--- src/design/priority_batch_scheduler_unit_macros.svh ---
// assertion helpers used by the scheduler unit
`ifndef PRIORITY_BATCH_SCHEDULER_UNIT_MACROS_SVH
`define PRIORITY_BATCH_SCHEDULER_UNIT_MACROS_SVH
`ifndef SYNTHESIS
`define PBS_ASSERT(lbl, prop) \
	lbl: assert property (@(posedge clk) disable iff (!arst_n) (prop)) \
		else $error("scheduler check failed");
`define PBS_ASSERT_NEXT(lbl, cond, prop) \
	lbl: assert property (@(posedge clk) disable iff (!arst_n) (cond) |=> (prop)) \
		else $error("scheduler sequence check failed");
`else
`define PBS_ASSERT(lbl, prop)
`define PBS_ASSERT_NEXT(lbl, cond, prop)
`endif
`endif

--- src/design/pbs_pkg.sv ---
package pbs_pkg;

	localparam int ARR_W  = 16;
	localparam int BUR_W  = 16;
	localparam int PRI_W  = 8;
	localparam int LBL_W  = 5;
	localparam int COMP_W = 20;
	localparam int TAT_W  = 21;
	localparam int AVG_W  = 29;
	localparam int FRAC_W = 8;

	typedef struct packed {
		logic [LBL_W-1:0] label;
		logic [PRI_W-1:0] prio;
		logic [BUR_W-1:0] burst;
		logic [ARR_W-1:0] arrival;
	} job_t;

	typedef enum logic [3:0] {
		S_IDLE,
		S_RD_I,
		S_LD_I,
		S_RD_J,
		S_CMP,
		S_WR_I,
		S_RD_K,
		S_OUT,
		S_GO_W,
		S_WAIT_W,
		S_GO_T,
		S_WAIT_T
	} state_t;

	typedef struct packed {
		logic go;
		logic fin;
	} div_ctl_t;

endpackage

--- src/design/pbs_div.sv ---
module pbs_div import pbs_pkg::*; #(
	parameter int DW = 35,
	parameter int NW = 5
) (
	input  logic                 clk,
	input  logic                 arst_n,
	input  logic                 go,
	input  logic signed [DW-1:0] dividend,
	input  logic        [NW-1:0] divisor,
	output div_ctl_t             ctl,
	output logic signed [DW-1:0] quotient
);
	localparam int CW = $clog2(DW + 1);

	logic          busy_q;
	logic          done_q;
	logic [CW-1:0] cnt_q;
	logic [NW-1:0] rem_q;
	logic [DW-1:0] quo_q;
	logic          neg_q;
	logic [NW:0]   trial;
	logic          fits;

	// one quotient bit per cycle, restoring
	assign trial = {rem_q, quo_q[DW-1]};
	assign fits  = trial >= {1'b0, divisor};

	always_ff @(posedge clk or negedge arst_n) begin
		if (!arst_n) begin
			busy_q <= 1'b0;
			done_q <= 1'b0;
			cnt_q  <= '0;
		end else begin
			done_q <= 1'b0;
			if (go) begin
				busy_q <= 1'b1;
				cnt_q  <= '0;
			end else if (busy_q) begin
				cnt_q <= cnt_q + 1'b1;
				if (cnt_q == CW'(DW - 1)) begin
					busy_q <= 1'b0;
					done_q <= 1'b1;
				end
			end
		end
	end

	always_ff @(posedge clk) begin
		if (go) begin
			rem_q <= '0;
			neg_q <= dividend[DW-1];
			quo_q <= dividend[DW-1] ? DW'(-dividend) : DW'(dividend);
		end else if (busy_q) begin
			rem_q <= fits ? NW'(trial - {1'b0, divisor}) : trial[NW-1:0];
			quo_q <= {quo_q[DW-2:0], fits};
		end
	end

	assign ctl.go    = busy_q;
	assign ctl.fin   = done_q;
	assign quotient  = neg_q ? -$signed(quo_q) : $signed(quo_q);

endmodule

--- src/design/priority_batch_scheduler_unit.sv ---
// Jobs load one per start transfer (busy stays low) until a job with last_job
// set; then busy rises while a single comparator and a memory with separate
// read and write ports sort the batch, then the results are emitted one at a
// time, each read in S_RD_K and output in S_OUT. Before the final
// result two serial divisions run on one restoring divider, one quotient bit a
// cycle. Results appear on the result ports for a single cycle marked by
// result_valid and cannot be stalled; the last one carries both averages and
// last_result. overflow marks every result of a batch in which jobs beyond
// MAX_JOBS were dropped.
module priority_batch_scheduler_unit import pbs_pkg::*; #(
	parameter int MAX_JOBS = 16
) (
	input  logic                     clk,
	input  logic                     arst_n,
	input  logic                     start,
	output logic                     busy,
	input  logic [ARR_W-1:0]         arrival_time,
	input  logic [BUR_W-1:0]         burst_time,
	input  logic [PRI_W-1:0]         priority_level,
	input  logic                     last_job,
	output logic                     result_valid,
	output logic [LBL_W-1:0]         job_number,
	output logic [COMP_W-1:0]        completion_time,
	output logic signed [TAT_W-1:0]  turnaround_time,
	output logic signed [TAT_W-1:0]  waiting_time,
	output logic signed [AVG_W-1:0]  avg_waiting,
	output logic signed [AVG_W-1:0]  avg_turnaround,
	output logic                     last_result,
	output logic                     overflow
);
`include "priority_batch_scheduler_unit_macros.svh"

	localparam int NW  = $clog2(MAX_JOBS + 1);
	localparam int IW  = $clog2(MAX_JOBS);
	localparam int CW  = BUR_W + NW;
	localparam int TW  = CW + 1;
	localparam int SW  = TW + NW;
	localparam int DW  = SW + FRAC_W;

	state_t state_q, state_d;

	job_t mem [MAX_JOBS];
	job_t rd_q;
	job_t cur_q;

	logic [NW-1:0] count_q;
	logic [NW-1:0] count_inc;
	logic [NW-1:0] i_q, j_q, k_q;
	logic [NW-1:0] i_nx, j_nx, k_nx;
	logic          dropped_q;
	logic [CW-1:0] run_q;
	logic signed [SW-1:0] wtot_q, ttot_q;
	logic signed [AVG_W-1:0] avgw_q;

	logic          accept;
	logic          we;
	logic [IW-1:0] waddr, raddr;
	job_t          wdata;
	logic          swap;

	logic [CW-1:0]        comp;
	logic signed [TW-1:0] tat, wt;

	logic                 div_go;
	logic signed [DW-1:0] div_in, div_q;
	div_ctl_t             div_ctl;

	assign accept    = start && (state_q == S_IDLE);
	assign busy      = state_q != S_IDLE;
	assign count_inc = (count_q < NW'(MAX_JOBS)) ? count_q + 1'b1 : count_q;
	assign i_nx      = i_q + 1'b1;
	assign j_nx      = j_q + 1'b1;
	assign k_nx      = k_q + 1'b1;
	assign swap      = cur_q.prio > rd_q.prio;

	assign comp = run_q + CW'(rd_q.burst);
	assign tat  = $signed({1'b0, comp}) - $signed(TW'(rd_q.arrival));
	assign wt   = tat - $signed(TW'(rd_q.burst));

	always_comb begin
		state_d = state_q;
		case (state_q)
			S_IDLE: begin
				if (accept && last_job)
					state_d = (count_inc == NW'(1)) ? S_RD_K : S_RD_I;
			end
			S_RD_I:   state_d = S_LD_I;
			S_LD_I:   state_d = S_RD_J;
			S_RD_J:   state_d = S_CMP;
			S_CMP:    state_d = (j_nx < count_q) ? S_RD_J : S_WR_I;
			S_WR_I:   state_d = (i_nx + 1'b1 < count_q) ? S_RD_I : S_RD_K;
			S_RD_K:   state_d = S_OUT;
			S_OUT:    state_d = (k_nx == count_q) ? S_GO_W : S_RD_K;
			S_GO_W:   state_d = S_WAIT_W;
			S_WAIT_W: state_d = div_ctl.fin ? S_GO_T : S_WAIT_W;
			S_GO_T:   state_d = S_WAIT_T;
			S_WAIT_T: state_d = div_ctl.fin ? S_IDLE : S_WAIT_T;
			default:  state_d = S_IDLE;
		endcase
	end

	always_comb begin
		we     = 1'b0;
		waddr  = count_q[IW-1:0];
		wdata  = '{label: LBL_W'(count_q + 1'b1), prio: priority_level,
			burst: burst_time, arrival: arrival_time};
		raddr  = i_q[IW-1:0];
		div_go = 1'b0;
		div_in = DW'(wtot_q) <<< FRAC_W;
		case (state_q)
			S_IDLE: we = accept && (count_q < NW'(MAX_JOBS));
			S_RD_J: raddr = j_q[IW-1:0];
			S_CMP: begin
				// current holder of slot i goes back to slot j when it loses
				we    = swap;
				waddr = j_q[IW-1:0];
				wdata = cur_q;
			end
			S_WR_I: begin
				we    = 1'b1;
				waddr = i_q[IW-1:0];
				wdata = cur_q;
			end
			S_RD_K: raddr = k_q[IW-1:0];
			S_GO_W: div_go = 1'b1;
			S_GO_T: begin
				div_go = 1'b1;
				div_in = DW'(ttot_q) <<< FRAC_W;
			end
			default: ;
		endcase
	end

	always_ff @(posedge clk) begin
		if (we)
			mem[waddr] <= wdata;
		rd_q <= mem[raddr];
	end

	pbs_div #(.DW(DW), .NW(NW)) u_div (
		.clk      (clk),
		.arst_n   (arst_n),
		.go       (div_go),
		.dividend (div_in),
		.divisor  (count_q),
		.ctl      (div_ctl),
		.quotient (div_q)
	);

	always_ff @(posedge clk or negedge arst_n) begin
		if (!arst_n) begin
			state_q      <= S_IDLE;
			count_q      <= '0;
			dropped_q    <= 1'b0;
			result_valid <= 1'b0;
			last_result  <= 1'b0;
			i_q          <= '0;
			j_q          <= '0;
			k_q          <= '0;
		end else begin
			state_q      <= state_d;
			result_valid <= 1'b0;
			last_result  <= 1'b0;
			case (state_q)
				S_IDLE: begin
					if (accept) begin
						count_q <= count_inc;
						if (count_q == NW'(MAX_JOBS))
							dropped_q <= 1'b1;
					end
					i_q <= '0;
					k_q <= '0;
				end
				S_LD_I: j_q <= i_nx;
				S_CMP:  j_q <= j_nx;
				S_WR_I: i_q <= i_nx;
				S_OUT: begin
					k_q <= k_nx;
					if (k_nx != count_q)
						result_valid <= 1'b1;
				end
				S_WAIT_T: begin
					if (div_ctl.fin) begin
						result_valid <= 1'b1;
						last_result  <= 1'b1;
						count_q      <= '0;
						dropped_q    <= 1'b0;
					end
				end
				default: ;
			endcase
		end
	end

	always_ff @(posedge clk or negedge arst_n) begin
		if (!arst_n) begin
			run_q  <= '0;
			wtot_q <= '0;
			ttot_q <= '0;
		end else if (state_q == S_OUT) begin
			run_q  <= comp;
			wtot_q <= wtot_q + SW'(wt);
			ttot_q <= ttot_q + SW'(tat);
		end else if (state_q == S_IDLE) begin
			run_q  <= '0;
			wtot_q <= '0;
			ttot_q <= '0;
		end
	end

	always_ff @(posedge clk) begin
		if (state_q == S_LD_I)
			cur_q <= rd_q;
		else if (state_q == S_CMP && swap)
			cur_q <= rd_q;
		if (state_q == S_OUT) begin
			job_number      <= rd_q.label;
			completion_time <= COMP_W'(comp);
			turnaround_time <= TAT_W'(tat);
			waiting_time    <= TAT_W'(wt);
			avg_waiting     <= '0;
			avg_turnaround  <= '0;
			overflow        <= dropped_q;
		end
		if (state_q == S_WAIT_W && div_ctl.fin)
			avgw_q <= AVG_W'(div_q);
		if (state_q == S_WAIT_T && div_ctl.fin) begin
			avg_waiting    <= avgw_q;
			avg_turnaround <= AVG_W'(div_q);
		end
	end

	`PBS_ASSERT(a_mid_busy, (result_valid && !last_result) |-> busy)
	`PBS_ASSERT_NEXT(a_last_busy, (accept && last_job), busy)
	`PBS_ASSERT_NEXT(a_last_single, (result_valid && last_result), !result_valid)
	`PBS_ASSERT(a_div_idle, div_go |-> !div_ctl.go)

endmodule
--- config.mk ---
export PLATFORM = sky130hd
export DESIGN_NAME = priority_batch_scheduler_unit
export DESIGN_NICKNAME = d
export VERILOG_FILES = /design/src/design/pbs_pkg.sv /design/src/design/pbs_div.sv /design/src/design/priority_batch_scheduler_unit.sv
export VERILOG_INCLUDE_DIRS = /design/src /design/src/design
export SDC_FILE = /design/constraint.sdc
export NUM_CORES = 2
export LEC_CHECK = 0
export ABC_AREA = 1
export BUFFER_PORTS_ARGS = -buffer_cell sky130_fd_sc_hd__buf_2
export CELL_PAD_IN_SITES_DETAIL_PLACEMENT = 1
export CELL_PAD_IN_SITES_GLOBAL_PLACEMENT = 1
export CORE_ASPECT_RATIO = 0.7
export CORE_UTILIZATION = 54
export CTS_CLUSTER_DIAMETER = 120
export CTS_CLUSTER_SIZE = 40
export DETAILED_ROUTE_END_ITERATION = 7
export PLACE_DENSITY_LB_ADDON = 0.2
export SETUP_SLACK_MARGIN = 0.1
export SLEW_MARGIN = 40
export SYNTH_ARGS = -nofsm -noshare
export SYNTH_HDL_FRONTEND = slang
export SYNTH_SLANG_ARGS = --single-unit
export TNS_END_PERCENT = 30
--- constraint.sdc ---
create_clock -name clk -period 15.35 [get_ports clk]
set_input_delay 0.7675 -clock clk [delete_from_list [all_inputs] [get_ports clk]]
set_output_delay 0.7675 -clock clk [all_outputs]
set_load 0.1 [all_outputs]
### After elaboration in Yosys (flattened, before gate mapping)

Memory sizes are Yosys's and may differ from the RTL's. A register that Yosys moved wholly into a read port is not among the register bits.
Index checks and enable logic that the tools add are counted.

| cells by class | value |
|---|---|
| add/sub/neg operators | 14 |
| multiply operators | 0 |
| div/mod/pow operators | 0 |
| order comparisons | 5 |
| eq/ne operators | 20 |
| shift operators | 0 |
| mux-type cells | 54 |
| bitwise operators | 0 |
| reduce and logical (&&, ||, !) cells | 19 |

Operators by type and width:

| cell | count |
|---|---|
| 35-bit two-way mux | 4 |
| 45-bit two-way mux | 3 |
| 29-bit two-way mux | 4 |
| 27-bit two-way mux | 3 |
| 27-bit by 22-bit adder with 27-bit output | 2 |
| 4-bit one-hot mux with 12 select lines | 1 |
| 21-bit two-way mux | 2 |
| 5-bit one-hot mux with 2 select lines | 4 |
| 35-bit negation | 1 |
| 29-bit negation | 1 |
| 5-bit by 1-bit adder with 5-bit output (second input constant) | 5 |
| 21-bit by 16-bit subtractor with 22-bit output | 1 |
| 22-bit by 17-bit subtractor with 22-bit output | 1 |
| 21-bit by 16-bit adder with 21-bit output | 1 |
| 5-bit two-way mux | 4 |
| 4-bit by 3-bit == test with 1-bit output (second input constant) | 4 |
| 4-bit == test (second input constant) | 4 |
| 4-bit one-hot mux with 2 select lines | 2 |
| 1-bit two-way mux | 15 |
| 2-bit nonzero test | 7 |
| 4-bit two-way mux | 3 |
| 6-bit two-way mux | 2 |
| 5-bit < comparator | 2 |
| 3-bit two-way mux | 3 |
| 23 further kinds | 33 |

| storage, ports and cells | value |
|---|---|
| register bits | 351 |
| latch bits | 0 |
| memory bits (writable) | 720 |
| bits in read-only memories | 0 |
| logic and storage cells | 142 |
| memories | 1 |

Memories:

| name | depth | bits a word | read ports | clocked after memory_dff | write ports | RTL line | source |
|---|---|---|---|---|---|---|---|
| mem | 16 | 45 | 1 | 1 | 1 | priority_batch_scheduler_unit.sv:42 | `job_t mem [MAX_JOBS];` |

### Longest topological paths before layout

| logic depth | value |
|---|---|
| depth in word-level cells | 6 |
| gate-level depth with buffers | 42 |
| depth with buffers taken out | 42 |

### Cells and area by module

Synthesis repeated with hierarchy kept, for this count alone.

| second synthesis, totals | value |
|---|---|
| cells, all modules | 4,770 |
| area total of the unflattened synthesis | 51,635.8 µm² |

Modules (own cells, without submodules):

| module | times used | cells an instance | area each (µm²) | seq. area each (µm²) |
|---|---|---|---|---|
| priority_batch_scheduler_unit | 1 | 4,116 | 47,267.8 | 31,079.8 |
| pbs_div | 1 | 654 | 4,367.9 | 1,381.3 |

### Least setup slack after synthesis

OpenSTA, ideal clock, no wires.

| path | value |
|---|---|
| path type | register -> register |
| start | register rd_q[16] (netlist name) |
| end | register wtot_q[25] |
| setup time | 0.083 ns |
| arrival | 5.698 ns |
| path slack | 9.570 ns |
| cell stages (with the launch flop) | 42 |
| clock period less this slack | 5.780 ns |
| path through | dfxtp_1 > ha_1 > inv_1 > fa_1 > inv_1 > nand2_1 > nand2_1 > nand2_1 > o21ai_0 > xor2_1 > ha_1 > nand2_1 > inv_1 > a21oi_1 > nand2_1 > xor2_1 > ha_1 > a21oi_1 > (+6 left out) > o21ai_1 > nand2_1 > nand3_1 > nor3_2 > xor2_1 > inv_1 > ha_1 > nand2_1 > nor4_1 > nand3_1 > nand3_1 > nand2_1 > nand2_1 > nand2_1 > nand2_1 > a21oi_1 > xor2_1 > o21ai_0 |

| on the way | value |
|---|---|
| longest elaborated chain between the ends | 5 |

Ends and longest elaborated chain:

| what | RTL line | source |
|---|---|---|
| 21-bit by 16-bit adder with 21-bit output | priority_batch_scheduler_unit.sv:76 | `assign comp = run_q + CW'(rd_q.burst);` |
| via comp[6] | priority_batch_scheduler_unit.sv:61 | `logic [CW-1:0] comp;` |
| 21-bit by 16-bit subtractor with 22-bit output | priority_batch_scheduler_unit.sv:77 | `assign tat = $signed({1'b0, comp}) - $signed(TW'(rd_q.arrival));` |
| via tat[7] | priority_batch_scheduler_unit.sv:62 | `logic signed [TW-1:0] tat, wt;` |
| 22-bit by 17-bit subtractor with 22-bit output | priority_batch_scheduler_unit.sv:78 | `assign wt = tat - $signed(TW'(rd_q.burst));` |
| via wt[20] | priority_batch_scheduler_unit.sv:62 |  |
| 27-bit by 22-bit adder with 27-bit output | priority_batch_scheduler_unit.sv:202 | `wtot_q <= wtot_q + SW'(wt);` |
| 27-bit two-way mux | priority_batch_scheduler_unit.sv:200 | `end else if (state_q == S_OUT) begin` |
| end signal, assigned | priority_batch_scheduler_unit.sv:202 |  |
| end, declared | priority_batch_scheduler_unit.sv:52 | `logic signed [SW-1:0] wtot_q, ttot_q;` |

The timed path passes the listed nets, and every way through them passes these cells.
A chain may end at the register's enable or synchronous reset.

### Final worst setup path

| path | value |
|---|---|
| start | register rd_q[16] (netlist name) |
| end | register wtot_q[25] |

| on the way | value |
|---|---|
| longest elaborated chain between the ends | 5 |

Ends and longest elaborated chain:

| what | RTL line |
|---|---|
| 21-bit by 16-bit adder with 21-bit output | priority_batch_scheduler_unit.sv:76 |
| via comp[6] | priority_batch_scheduler_unit.sv:61 |
| 21-bit by 16-bit subtractor with 22-bit output | priority_batch_scheduler_unit.sv:77 |
| via tat[8] | priority_batch_scheduler_unit.sv:62 |
| 22-bit by 17-bit subtractor with 22-bit output | priority_batch_scheduler_unit.sv:78 |
| via wt[20] | priority_batch_scheduler_unit.sv:62 |
| 27-bit by 22-bit adder with 27-bit output | priority_batch_scheduler_unit.sv:202 |
| 27-bit two-way mux | priority_batch_scheduler_unit.sv:200 |

The timed path passes the listed nets, and every way through them passes these cells.

==> metrics.md <==
| Metric | Value |
|---|---|
| Status | `completed` |
| CP required | `16.00 ns` |
| Post-Syn Instances | `4535` |
| FFs w/ async S/R, synth | `9.86%` |
| Hold_buf cts | `0` |
| Multi-input logic area | `15200 um^2` |
| CTS sink cnt | `1116` |
| Final Max Slew Viols | `0` |
| Num rows | `93` |
| Post-synth EDFFs | `956` |
| Reg-to-reg slack, setup | `8.12 ns` |
| Clock latency on the worst-skew pair | `0.73 ns` |
| Syn_nets | `4717` |
| RePlAce Congestion | `0.908` |
| Startpoint class of the critical path | `flop` |
| Worst-Margin Slew | `0.864 ns` |
| Maximum root-to-sink buffer count | `3` |
| Die height | `259 um` |
| Number of buffers added on ports | `172` |
| DR pass1 iterations | `6` |
| Core area | `92500 um^2` |
| Seq/Total Area, Yosys | `64.0%` |
| Sequential cell area | `32500 um^2` |
| RSZ-0062 raised after global routing | `no` |
| R2R cell count | `41` |
| Setup TNS Final | `0 ns` |
| Synth Area per Inst | `11.2 um^2` |
| Reg2reg end | `wtot_q[25]` |
| Max incr delay on CP | `0.43 ns` |
| Io pins | `173` |
| Antenna viol nets, final | `0` |
| Cts repair resizes | `0` |
| Synth cell count leaders | `956 x edfxtp_1, 671 x nand2_1, 594 x inv_1` |
| Max-cap violations | `0` |
| HP Class | `input port to async pin` |
| Root buffer cell | `clkbuf_16` |
| Critical Path End Type | `flop` |
| Most numerous cell in the Yosys netlist | `edfxtp_1` |
| Post-DP HPWL | `94.5 mm` |
| Area growth syn-to-layout | `5.95%` |
| Yosys top cell area share | `56.6%` |
| CTS tree | `yes` |
| Post-Syn Area | `50800 um^2` |
| Total Routing Usage GR | `30.4%` |
| Endpoints failing hold | `0` |
| Fmax | `138 MHz` |
| Initial Util | `54.9%` |
| # Post-CTS Setup Buffers | `0` |
| Clock Pin Slew Worst Setup and Hold Paths | `0.16 ns` |
| Die area | `95200 um^2` |
| Largest net degree at the start of global routing | `176` |
| Ys Warns | `0` |
| Critical-path maximum fanout | `6` |
| Fin crit period | `7.23 ns` |
| Clock Skew | `0.0324 ns` |
| Vias in the first global route | `35600` |
| Hold Slack | `0.0878 ns` |
| Via count of the routed design | `34900` |
| Grt total ovfl | `0` |
| Die Span X | `368 um` |
| Reg2reg start | `rd_q[16]` |
| Final wirelength | `146 mm` |
| Slowest CP cell | `fa_1` |
| Critical path origin | `rd_q[16]` |
| DR DRC count | `0` |
| Most used DFF post-synth | `edfxtp_1` |
| Crit path DAT | `7.88 ns` |
| Slew HR | `42.4%` |
| Final setup violation count | `0` |
| Critical path's most frequent cell | `nand2_1` |
| Wire per inst | `24.9 um` |
| Filler cell count | `9745` |
| Synth top area cells | `edfxtp_1 57%, dfrtp_1 5.4%, nand2_1 5.0%` |
| Number of synthesized register bits | `1116` |
| First-pass GRT wire length | `220 mm` |
| Post-layout nets | `4788` |
| H-Tree Depth | `1` |
| Yosys top cell by area | `edfxtp_1` |
| Final Cycle Share | `47.1%` |
| Synth cell types | `63` |
| WS Path Type | `flop to flop` |
| Share of layout cells above drive strength 1 | `8.29%` |
| Vias/cell | `5.95` |
| Total CTS buffers | `31` |
| Number of diodes | `0` |
| DR iter-0 viols | `3405` |
| Initial antenna violation count | `1` |
per-layer routing:
| metal | vias to the layer above | share of wire, % | track usage [%] |
|---|---|---|---|
| met1 | 17700 | 45 | 45.4 |
| met4 | 0 | 1.9 | 5.65 |
| met3 | 132 | 6.8 | 3.60 |
| met5 | - | 0 | 0 |
| li1 | 15900 | - | - |
| met2 | 1116 | 46 | 48.5 |
critical path, delay by kind of cell, from the launching register on:
family                   cells  cell delay [ns]
AND/OR/NAND/NOR             19             2.09
adder cells (fa/ha/maj)      5             1.88
AO/OA/AOI/OAI                9             1.44
XOR/XNOR                     4             0.93
flip-flops                   1             0.40
buffers and inverters        4             0.40
metrics by stage:
step,setup WS (ns),std cells,cell area (um^2),util [%]
after floorplan,9.57,4535,50800,-
after global placement,8.57,5806,52800,57.0
after detailed placement,8.27,5808,52900,57.2
after CTS,8.24,5866,53800,58.1
after global routing,7.38,5866,53800,58.1
final,8.12,5866,53800,58.1
layout by cell type, fill, tap and decap left out, types with 33 or more instances in the layout:
cell type  count
a21oi_1      338
buf_2        171
buf_4         34
dfrtp_1      110
dfxtp_1       50
edfxtp_1     956
ha_1         132
inv_1        579
inv_2         33
mux2i_1       90
nand2_1      669
nand3_1      160
nor2_1       181
o211ai_1     186
o21ai_0      358
o21ai_1       92
xnor2_1       55
xor2_1        75
state kept, by name (all words and copies together), names as in the netlist, 20 cells and up:
name and flops:
rd_q 45, avg_turnaround 29, mem 720, u_div.quo_q 35, completion_time 20, waiting_time 21
cur_q 45, turnaround_time 21, run_q 21, ttot_q 27, avgw_q 29, avg_waiting 29
wtot_q 27
cell families (layout without fill, tap and decap cells):
family / count (synthesis) / after routing / share of synthesized area [%]
and+or+nand+nor: 1150 / 1150 / 9.66
muxes: 90 / 90 / 1.77
buffers and inverters: 801 / 897 / 6.28
xor gates and xnor gates: 131 / 131 / 2.30
DFF: 1116 / 1116 / 64.0
AOI/OAI and AO/OA: 1109 / 1109 / 12.5
adders and majority gates: 138 / 138 / 3.49
area by class of cell:
type                       instances  area share, %
sequential                      1116           60.4
clock buffer                      55           1.61
inverter                         617           4.32
timing repair buffer             222           2.54
tap                             1235           2.87
multi-input combinational       2618           28.3
clock inverter                     3         0.0326
worst max path at each step:
stage | endpoint | slack (ns) | cells past startpoint
floorplan | wtot_q[25] | 9.57 | 41
CTS | wtot_q[25] | 8.24 | 41
finish | wtot_q[25] | 8.12 | 41
global route | wtot_q[25] | 7.38 | 41
global placement | wtot_q[25] | 8.57 | 41
detailed placement | wtot_q[25] | 8.27 | 41
Power is not shown: default switching activity piles up to over one toggle a cycle in this logic, so the estimate is an artifact.
